<file path="config.mk">
export PLATFORM = sky130hd
export DESIGN_NAME = asid_bitmap_allocator
export DESIGN_NICKNAME = d
export VERILOG_FILES = /design/src/sv/abm_pkg.sv /design/src/sv/asid_bitmap_allocator.sv /design/src/sv/abm_ctrl.sv /design/src/sv/abm_dp.sv
export SDC_FILE = /design/constraint.sdc
export NUM_CORES = 1
export LEC_CHECK = 0
export ABC_CLOCK_PERIOD_IN_PS = 3900
export BUFFER_PORTS_ARGS = -buffer_cell sky130_fd_sc_hd__buf_2
export CAP_MARGIN = 20
export CORE_UTILIZATION = 45
export DETAILED_ROUTE_END_ITERATION = 12
export GPL_ROUTABILITY_DRIVEN = 0
export GPL_TIMING_DRIVEN = 0
export PLACE_DENSITY = 0.63
export SLEW_MARGIN = 25
export SYNTH_ARGS = -nofsm -noshare
export SYNTH_HDL_FRONTEND = slang
export SYNTH_SLANG_ARGS = --single-unit
</file>
<file path="constraint.sdc">
create_clock -name clk_i -period 3.9 [get_ports clk_i]
set_input_delay 0.585 -clock clk_i [delete_from_list [all_inputs] [get_ports clk_i]]
set_output_delay 0.585 -clock clk_i [all_outputs]
set_load 0.005 [all_outputs]
</file>
<file path="src/sv/abm_pkg.sv">
// Package for the ASID bitmap allocator: sizes, codes and word types.
// No dependencies; every other file of the block uses it by scoped names.
package abm_pkg;

  // Map geometry: MAP_WORDS words of WORD_BITS bits, one bit per identifier.
  // WORD_BITS is a power of two.
  localparam int MAP_WORDS = 8;
  localparam int WORD_BITS = 32;
  localparam int MAP_IDS   = MAP_WORDS * WORD_BITS;

  localparam int IDX_W = (MAP_WORDS > 1) ? $clog2(MAP_WORDS) : 1;
  localparam int BIT_W = $clog2(WORD_BITS);

  typedef enum logic {
    OP_ALLOC = 1'b0,
    OP_FREE  = 1'b1
  } op_e;

  typedef enum logic [1:0] {
    ST_ALLOCATED = 2'd0,
    ST_FREED     = 2'd1,
    ST_EXHAUSTED = 2'd2,
    ST_ZERO_IGN  = 2'd3
  } status_e;

  // Request word
  typedef struct packed {
    logic       opcode;
    logic [7:0] asid;
  } req_t;

  // Response word
  typedef struct packed {
    logic [1:0] status;
    logic [7:0] asid_out;
    logic       tlb_invalidate;
  } rsp_t;

  // Controller to datapath
  typedef struct packed {
    logic load_req;
    logic scan_step;
    logic commit_alloc;
    logic commit_exhaust;
    logic commit_free;
  } cmd_t;

  // Datapath to controller
  typedef struct packed {
    logic found;
    logic last_word;
    logic slot_free;
  } sts_t;

endpackage

</file>
<file path="src/sv/asid_bitmap_allocator.sv">
// Top level of the ASID bitmap allocator: controller plus datapath.
// Depends on abm_pkg, abm_ctrl and abm_dp.
//
// Hands out address-space identifiers 1..255 from a 256-bit in-use map
// (eight 32-bit words) and frees them again. An allocate scans one map word
// per cycle starting at the word of the last allocated ID, wrapping around
// and visiting at most eight words; the result of an allocate or a free
// waits until the output register can take it. One request is in
// flight at a time. Results sit in an output register, so a finished result
// may wait for the consumer while the next request is already accepted. The
// map is cleared by reset; no clearing pass is needed.
module asid_bitmap_allocator (
  input  logic          clk_i,
  input  logic          rst_ni,
  input  logic          in_valid_i,
  output logic          in_ready_o,
  input  abm_pkg::req_t in_data_i,
  output logic          out_valid_o,
  input  logic          out_ready_i,
  output abm_pkg::rsp_t out_data_o
);

  abm_pkg::cmd_t cmd;
  abm_pkg::sts_t sts;

  abm_ctrl u_ctrl (
    .clk_i       (clk_i),
    .rst_ni      (rst_ni),
    .in_valid_i  (in_valid_i),
    .in_opcode_i (in_data_i.opcode),
    .in_ready_o  (in_ready_o),
    .sts_i       (sts),
    .cmd_o       (cmd)
  );

  abm_dp u_dp (
    .clk_i       (clk_i),
    .rst_ni      (rst_ni),
    .in_data_i   (in_data_i),
    .cmd_i       (cmd),
    .sts_o       (sts),
    .out_valid_o (out_valid_o),
    .out_ready_i (out_ready_i),
    .out_data_o  (out_data_o)
  );

endmodule

</file>
<file path="src/sv/abm_ctrl.sv">
// Controller for the ASID bitmap allocator: one request at a time.
// Depends on abm_pkg; drives abm_dp through cmd_t and reads sts_t.
module abm_ctrl (
  input  logic          clk_i,
  input  logic          rst_ni,
  input  logic          in_valid_i,
  input  logic          in_opcode_i,
  output logic          in_ready_o,
  input  abm_pkg::sts_t sts_i,
  output abm_pkg::cmd_t cmd_o
);

  typedef enum logic [2:0] {
    S_IDLE = 3'b001,
    S_SCAN = 3'b010,
    S_FREE = 3'b100
  } state_e;

  state_e state_q, state_d;

  // Next state and commands
  always_comb begin
    state_d    = state_q;
    cmd_o      = '0;
    in_ready_o = 1'b0;
    unique case (state_q)
      S_IDLE: begin
        in_ready_o = 1'b1;
        if (in_valid_i) begin
          cmd_o.load_req = 1'b1;
          if (in_opcode_i == abm_pkg::OP_ALLOC) begin
            state_d = S_SCAN;
          end else begin
            state_d = S_FREE;
          end
        end
      end
      S_SCAN: begin
        // one map word per cycle; finish waits for an open output slot
        if (sts_i.found) begin
          if (sts_i.slot_free) begin
            cmd_o.commit_alloc = 1'b1;
            state_d            = S_IDLE;
          end
        end else if (sts_i.last_word) begin
          if (sts_i.slot_free) begin
            cmd_o.commit_exhaust = 1'b1;
            state_d              = S_IDLE;
          end
        end else begin
          cmd_o.scan_step = 1'b1;
        end
      end
      S_FREE: begin
        if (sts_i.slot_free) begin
          cmd_o.commit_free = 1'b1;
          state_d           = S_IDLE;
        end
      end
      default: state_d = S_IDLE;
    endcase
  end

  always_ff @(posedge clk_i or negedge rst_ni) begin
    if (!rst_ni) begin
      state_q <= S_IDLE;
    end else begin
      state_q <= state_d;
    end
  end

endmodule

</file>
<file path="src/sv/abm_dp.sv">
// Datapath for the ASID bitmap allocator: in-use map, hint, scan pointer,
// first-clear-bit search and the output register. Depends on abm_pkg.
module abm_dp (
  input  logic          clk_i,
  input  logic          rst_ni,
  input  abm_pkg::req_t in_data_i,
  input  abm_pkg::cmd_t cmd_i,
  output abm_pkg::sts_t sts_o,
  output logic          out_valid_o,
  input  logic          out_ready_i,
  output abm_pkg::rsp_t out_data_o
);

  localparam int IDX_W = abm_pkg::IDX_W;
  localparam int BIT_W = abm_pkg::BIT_W;
  localparam int WB    = abm_pkg::WORD_BITS;
  localparam int MW    = abm_pkg::MAP_WORDS;

  logic [WB-1:0]    map_q [MW];
  logic [7:0]       hint_q;
  logic [7:0]       req_asid_q;
  logic [IDX_W-1:0] word_q, word_d;
  logic [IDX_W-1:0] cnt_q, cnt_d;
  logic             out_valid_q, out_valid_d;
  abm_pkg::rsp_t    out_q, out_d;

  // Start word of a scan: the hint's word index (always inside the map)
  logic [IDX_W+7:0] hint_wide;
  logic [IDX_W-1:0] start_word;
  assign hint_wide  = {{IDX_W{1'b0}}, hint_q};
  assign start_word = hint_wide[BIT_W +: IDX_W];

  // Clear-bit candidates of the current word; ID 0 is never handed out
  logic [WB-1:0]    cand;
  logic [BIT_W-1:0] hit_bit;
  logic             found;
  always_comb begin
    cand = ~map_q[word_q];
    if (word_q == '0) begin
      cand[0] = 1'b0;
    end
    hit_bit = '0;
    for (int b = WB - 1; b >= 0; b--) begin
      if (cand[b]) begin
        hit_bit = BIT_W'(b);
      end
    end
    found = |cand;
  end

  // Allocated ID, kept to its low 8 bits
  logic [IDX_W+BIT_W+7:0] got_wide;
  logic [7:0]             got_id;
  assign got_wide = {8'b0, word_q, hit_bit};
  assign got_id   = got_wide[7:0];

  // Free target
  logic [IDX_W+7:0] id_wide;
  logic [IDX_W-1:0] free_word;
  logic [BIT_W-1:0] free_bit;
  logic             free_in_map;
  logic             free_zero;
  assign id_wide     = {{IDX_W{1'b0}}, req_asid_q};
  assign free_word   = id_wide[BIT_W +: IDX_W];
  assign free_bit    = req_asid_q[BIT_W-1:0];
  assign free_in_map = ({24'b0, req_asid_q} < 32'(abm_pkg::MAP_IDS));
  assign free_zero   = (req_asid_q == 8'd0);

  // Status to the controller
  logic pop;
  assign pop              = out_valid_q && out_ready_i;
  assign sts_o.found      = found;
  assign sts_o.last_word  = (cnt_q == IDX_W'(MW - 1));
  assign sts_o.slot_free  = !out_valid_q || out_ready_i;

  // Scan pointer and visited-word count
  always_comb begin
    word_d = word_q;
    cnt_d  = cnt_q;
    if (cmd_i.load_req) begin
      word_d = start_word;
      cnt_d  = '0;
    end else if (cmd_i.scan_step) begin
      word_d = (word_q == IDX_W'(MW - 1)) ? '0 : word_q + 1'b1;
      cnt_d  = cnt_q + 1'b1;
    end
  end

  // Output register
  always_comb begin
    out_valid_d = out_valid_q && !pop;
    out_d       = out_q;
    if (cmd_i.commit_alloc) begin
      out_valid_d          = 1'b1;
      out_d.status         = abm_pkg::ST_ALLOCATED;
      out_d.asid_out       = got_id;
      out_d.tlb_invalidate = 1'b0;
    end else if (cmd_i.commit_exhaust) begin
      out_valid_d          = 1'b1;
      out_d.status         = abm_pkg::ST_EXHAUSTED;
      out_d.asid_out       = 8'd0;
      out_d.tlb_invalidate = 1'b0;
    end else if (cmd_i.commit_free) begin
      out_valid_d          = 1'b1;
      out_d.asid_out       = 8'd0;
      if (free_zero) begin
        out_d.status         = abm_pkg::ST_ZERO_IGN;
        out_d.tlb_invalidate = 1'b0;
      end else begin
        out_d.status         = abm_pkg::ST_FREED;
        out_d.tlb_invalidate = 1'b1;
      end
    end
  end

  // Map and hint
  always_ff @(posedge clk_i or negedge rst_ni) begin
    if (!rst_ni) begin
      for (int w = 0; w < MW; w++) begin
        map_q[w] <= '0;
      end
      hint_q <= '0;
    end else if (cmd_i.commit_alloc) begin
      map_q[word_q][hit_bit] <= 1'b1;
      hint_q                 <= got_id;
    end else if (cmd_i.commit_free && !free_zero && free_in_map) begin
      map_q[free_word][free_bit] <= 1'b0;
    end
  end

  // Control registers
  always_ff @(posedge clk_i or negedge rst_ni) begin
    if (!rst_ni) begin
      out_valid_q <= 1'b0;
      word_q      <= '0;
      cnt_q       <= '0;
    end else begin
      out_valid_q <= out_valid_d;
      word_q      <= word_d;
      cnt_q       <= cnt_d;
    end
  end

  // Payload registers
  always_ff @(posedge clk_i) begin
    out_q <= out_d;
    if (cmd_i.load_req) begin
      req_asid_q <= in_data_i.asid;
    end
  end

  assign out_valid_o = out_valid_q;
  assign out_data_o  = out_q;

endmodule
</file>
==> run_summary.xml <==
<?xml version="1.0" encoding="UTF-8"?>
<metrics>
  <group name="outcome">
    <metric name="run_status" unit="">finished, violations left</metric>
    <metric name="violations" unit="">negative hold slack, negative setup slack</metric>
  </group>
  <group name="finish">
    <metric name="stdcell_area" unit="µm²">18600</metric>
    <metric name="drive_gt1_share" unit="%">26.6</metric>
    <metric name="commonest_cells_after_routing_fill_and_taps_aside" unit="">sky130_fd_sc_hd__o21ai_0, sky130_fd_sc_hd__dfrtp_1, sky130_fd_sc_hd__o31ai_1</metric>
    <metric name="num-nets-final" unit="">1548</metric>
    <metric name="layout.filler_cells" unit="">2741</metric>
    <metric name="num_antenna_cells" unit="">0</metric>
    <metric name="syn_to_final_growth" unit="%">25.7</metric>
    <metric name="mostFrequentLayoutCell" unit="">sky130_fd_sc_hd__o21ai_0</metric>
    <metric name="final_cells" unit="">1997</metric>
  </group>
  <group name="sta">
    <metric name="max_clock_freq" unit="MHz">232</metric>
    <metric name="slew_headroom" unit="%">25.1</metric>
    <metric name="unrepaired_setup_endpoints_after_global_routing" unit="">true</metric>
    <metric name="post_route_worst_hold_slack" unit="ns">-0.0269</metric>
    <metric name="hold_viol_final" unit="">11</metric>
    <metric name="drv_slew" unit="">0</metric>
    <metric name="timing.clock.skew" unit="ns">0.0203</metric>
    <metric name="setup_slack" unit="ns">-0.417</metric>
    <metric name="finalSetupViolCount" unit="">198</metric>
    <metric name="tightestPinTransition" unit="ns">1.12</metric>
    <metric name="layout_worst_path_cycle_share" unit="%">111</metric>
    <metric name="timing.final.crit_period" unit="ns">4.32</metric>
  </group>
  <group name="synthesis">
    <metric name="synth-edff-count" unit="">16</metric>
    <metric name="yosys_register_bits" unit="">288</metric>
    <metric name="synth_seq_area_share" unit="%">49.1</metric>
    <metric name="netlist.top_cell.by_area" unit="">sky130_fd_sc_hd__dfrtp_1</metric>
    <metric name="synth.top_cells.by_area" unit="">sky130_fd_sc_hd__dfrtp_1, sky130_fd_sc_hd__o31ai_1, sky130_fd_sc_hd__o21ai_0, sky130_fd_sc_hd__mux4_2, sky130_fd_sc_hd__edfxtp_1</metric>
    <metric name="post_synth_instance_area" unit="µm²">14800</metric>
    <metric name="post_synth.cell_area_avg" unit="µm²">10.5</metric>
    <metric name="ys_dominant_reg_cell" unit="">sky130_fd_sc_hd__dfrtp_1</metric>
    <metric name="synthesis.nets" unit="">1429</metric>
    <metric name="fraction_of_registers_with_async_set_reset" unit="%">93.4</metric>
    <metric name="netlist_instances" unit="">1411</metric>
    <metric name="ys.warnings.count" unit="">0</metric>
    <metric name="synth_cell_types" unit="">85</metric>
    <metric name="synth_top_area_share" unit="%">45.3</metric>
  </group>
  <group name="grt">
    <metric name="first_global_vias" unit="">13900</metric>
    <metric name="grt_util_all_layers" unit="%">39.0</metric>
    <metric name="antenna_found_initial" unit="">0</metric>
    <metric name="grt_remaining_overflow" unit="">0</metric>
    <metric name="grt_start_max_net_pins" unit="">77</metric>
    <metric name="global_route_wire_length_before_repair" unit="µm">94500</metric>
  </group>
  <group name="floorplan">
    <metric name="fp.dieArea" unit="µm²">33600</metric>
    <metric name="width_of_the_die" unit="µm">183</metric>
    <metric name="die_h" unit="µm">183</metric>
    <metric name="rows" unit="">66</metric>
    <metric name="floorplan.initialDensity" unit="%">45.6</metric>
    <metric name="floorplan.core_area" unit="µm²">32500</metric>
    <metric name="io_pins" unit="">26</metric>
  </group>
  <group name="route">
    <metric name="iter_0_drt_violations" unit="">2239</metric>
    <metric name="routedWlPerCell" unit="µm">33.3</metric>
    <metric name="via_total_after_detailed_routing" unit="">14700</metric>
    <metric name="vias_per_cell" unit="">7.37</metric>
    <metric name="postRouteWirelength" unit="µm">66400</metric>
    <metric name="drt_pre_antenna_iters" unit="">10</metric>
    <metric name="antenna_violating_nets_remaining" unit="">0</metric>
    <metric name="detail_route.drc_violations" unit="">0</metric>
  </group>
  <group name="clocking">
    <metric name="tritoncts" unit="">built</metric>
    <metric name="post_cts_hold_buffer_count" unit="">0</metric>
    <metric name="cts.clk_slew.worst_paths" unit="ns">0.06</metric>
    <metric name="cts_buffer_depth" unit="">3</metric>
    <metric name="tritoncts_num_sinks" unit="">288</metric>
    <metric name="ctsRootBufferMaster" unit="">sky130_fd_sc_hd__clkbuf_16</metric>
    <metric name="worstSkewPairLatency" unit="ns">0.53</metric>
    <metric name="htree_num_levels" unit="">2</metric>
    <metric name="cts_inserted_buffers" unit="">34</metric>
  </group>
  <group name="setup_path">
    <metric name="worst_setup_path_end_kind" unit="">register</metric>
    <metric name="crit_fanout" unit="">10</metric>
    <metric name="critPathKind" unit="">register to register</metric>
    <metric name="critPathRequiredTime" unit="ns">4.32</metric>
    <metric name="max_incr_delay_on_cp" unit="ns">0.84</metric>
    <metric name="cp-start-kind" unit="">register</metric>
    <metric name="cp.arrival" unit="ns">4.74</metric>
    <metric name="reg2reg_from" unit="">u_dp.word_q[2]</metric>
    <metric name="critical-path-top-delay-family" unit="">buffers and inverters</metric>
    <metric name="worst_path_max_delay_cell" unit="">sky130_fd_sc_hd__nor2_1</metric>
    <metric name="crit-reg2reg-capture" unit="">u_dp.map_q[215]</metric>
    <metric name="reg2reg_depth" unit="">11</metric>
    <metric name="crit_chain" unit="">buf_12 &gt; buf_12 &gt; buf_6 &gt; buf_6 &gt; mux4_2 &gt; mux2_2 &gt; clkinvlp_4 &gt; nor2_1 &gt; clkbuf_1 &gt; nand3_2 &gt; o31ai_2</metric>
    <metric name="ff2ff_setup_slack" unit="ns">-0.42</metric>
    <metric name="cp.buffers_inverters" unit="">6</metric>
  </group>
  <group name="power">
    <metric name="leakagePower" unit="nW">7.28</metric>
    <metric name="vdd_ir_drop_max" unit="mV">0.434</metric>
    <metric name="power-per-cell-area" unit="nW/µm²">468</metric>
  </group>
  <group name="flow_run">
    <metric name="maxCapViolations" unit="">0</metric>
  </group>
  <group name="place">
    <metric name="placed_cells" unit="">1881</metric>
    <metric name="number_of_port_buffers" unit="">25</metric>
    <metric name="detailedPlacementHpwl" unit="µm">42500</metric>
    <metric name="dpl_cell_area" unit="µm²">15600</metric>
  </group>
  <group name="hold_path">
    <metric name="hold_path_class" unit="">input pin to asynchronous set/reset pin</metric>
  </group>
</metrics>
[layout make-up]
cell class	instances	area, µm²	share of cell area (%)
plain buffers	126	1060	5.70
clock buffers	56	1090	5.84
well taps	442	553	2.97
inverters	8	42.5	0.228
flip-flops and latches	288	7280	39.1
clock inverters	5	77.6	0.417
multi-input cells	986	7770	41.7
repair buffers	86	752	4.04
[report_power, final]
group	internal (mW)	switching [mW]
sequential	3.06	0.0378
combinational	0.550	1.71
clock	2.03	1.32
total	5.65	3.07
[cells by family after synthesis]
family / count (synthesis) / synth area share (%)
AO/OA/AOI/OAI: 635 / 28.4
adder cells (fa/ha/maj): 5 / 0.422
buffers and inverters: 138 / 4.48
flip-flops: 288 / 49.1
multiplexers: 83 / 7.99
AND/OR/NAND/NOR: 262 / 9.57
[flip-flops by register name, indices dropped and copies added, names as in the netlist]
name and count:
u_dp.map_q 256, u_dp.out_data_o 11, u_dp.req_asid_q 8, u_ctrl.state_q 3, u_dp.cnt_q 3, u_dp.hint_q 3, u_dp.word_q 3, u_dp.out_valid_o 1
[routing by layer]
layer | share of wire [%] | wire length [µm] | GRT usage (%)
met1 | 36 | 24100 | 50.6
met2 | 41 | 27000 | 55.1
met3 | 15 | 10100 | 14.2
met4 | 7.8 | 5200 | 24.6
met5 | 0 | 0 | 0
[stage by stage]
stage          setup WS (ns)  hold WS [ns]  setup TNS (ns)  util, %  power [mW]
6_report              -0.417       -0.0269          -26.08     57.4        8.71
2_1_floorplan          0.459         0.289               0        -        3.92
5_1_grt               -0.521        0.0151          -30.17     57.4        8.82
4_1_cts             -0.00498       0.00234        -0.00498     54.1        8.27
3_5_place_dp           -1.46         0.460         -324.66     48.0        4.78
3_3_place_gp           -2.84         0.464        -1055.35     47.7        4.76
[what timing repair did]
action                                 4_1_cts  5_1_grt
setup buffers                               18       34
cloned                                       1        6
setup endpoints to repair                  287      277
gates resized for setup                    195      182
pin swaps                                   13       22
endpoints found under the hold margin        0        0
[worst reg2reg max path, cell delays in order (launching register included)]
cell and delay, ns:
sky130_fd_sc_hd__dfrtp_2 0.45, sky130_fd_sc_hd__buf_12 0.15, sky130_fd_sc_hd__buf_12 0.15, sky130_fd_sc_hd__buf_6 0.23, sky130_fd_sc_hd__buf_6 0.23, sky130_fd_sc_hd__mux4_2 0.20, sky130_fd_sc_hd__mux2_2 0.23, sky130_fd_sc_hd__clkinvlp_4 0.23
sky130_fd_sc_hd__nor2_1 0.84, sky130_fd_sc_hd__clkbuf_1 0.68, sky130_fd_sc_hd__nand3_2 0.45, sky130_fd_sc_hd__o31ai_2 0.35
[synthesized netlist by cell type, types with 16 or more instances]
cell and instances:
sky130_fd_sc_hd__nand2b_1 27, sky130_fd_sc_hd__o31ai_1 199, sky130_fd_sc_hd__mux2i_1 38, sky130_fd_sc_hd__nand2_1 85, sky130_fd_sc_hd__clkbuf_1 80, sky130_fd_sc_hd__mux4_2 25
sky130_fd_sc_hd__o21ai_0 289, sky130_fd_sc_hd__o41ai_1 25, sky130_fd_sc_hd__dfrtp_1 268, sky130_fd_sc_hd__edfxtp_1 16, sky130_fd_sc_hd__buf_2 23, sky130_fd_sc_hd__nor2_1 20
sky130_fd_sc_hd__nand3_1 30, sky130_fd_sc_hd__mux2_2 19
[how the worst max path moves through the flow]
| stage | from | end | cells past startpoint | slack, ns |
|---|---|---|---|---|
| detailed placement | u_dp.word_q[0] | u_dp.map_q[132] | 13 | -1.46 |
| global route | u_dp.word_q[2] | u_dp.map_q[183] | 11 | -0.52 |
| CTS | u_dp.word_q[1] | u_dp.map_q[139] | 13 | -0.005 |
| finish | u_dp.word_q[2] | u_dp.map_q[215] | 11 | -0.42 |
| floorplan | u_dp.word_q[1] | u_dp.map_q[141] | 14 | 0.46 |
| global placement | rst_ni | u_dp.map_q[204] | 1 | -2.84 |
Note: power is estimated with default switching activity, not from simulation.
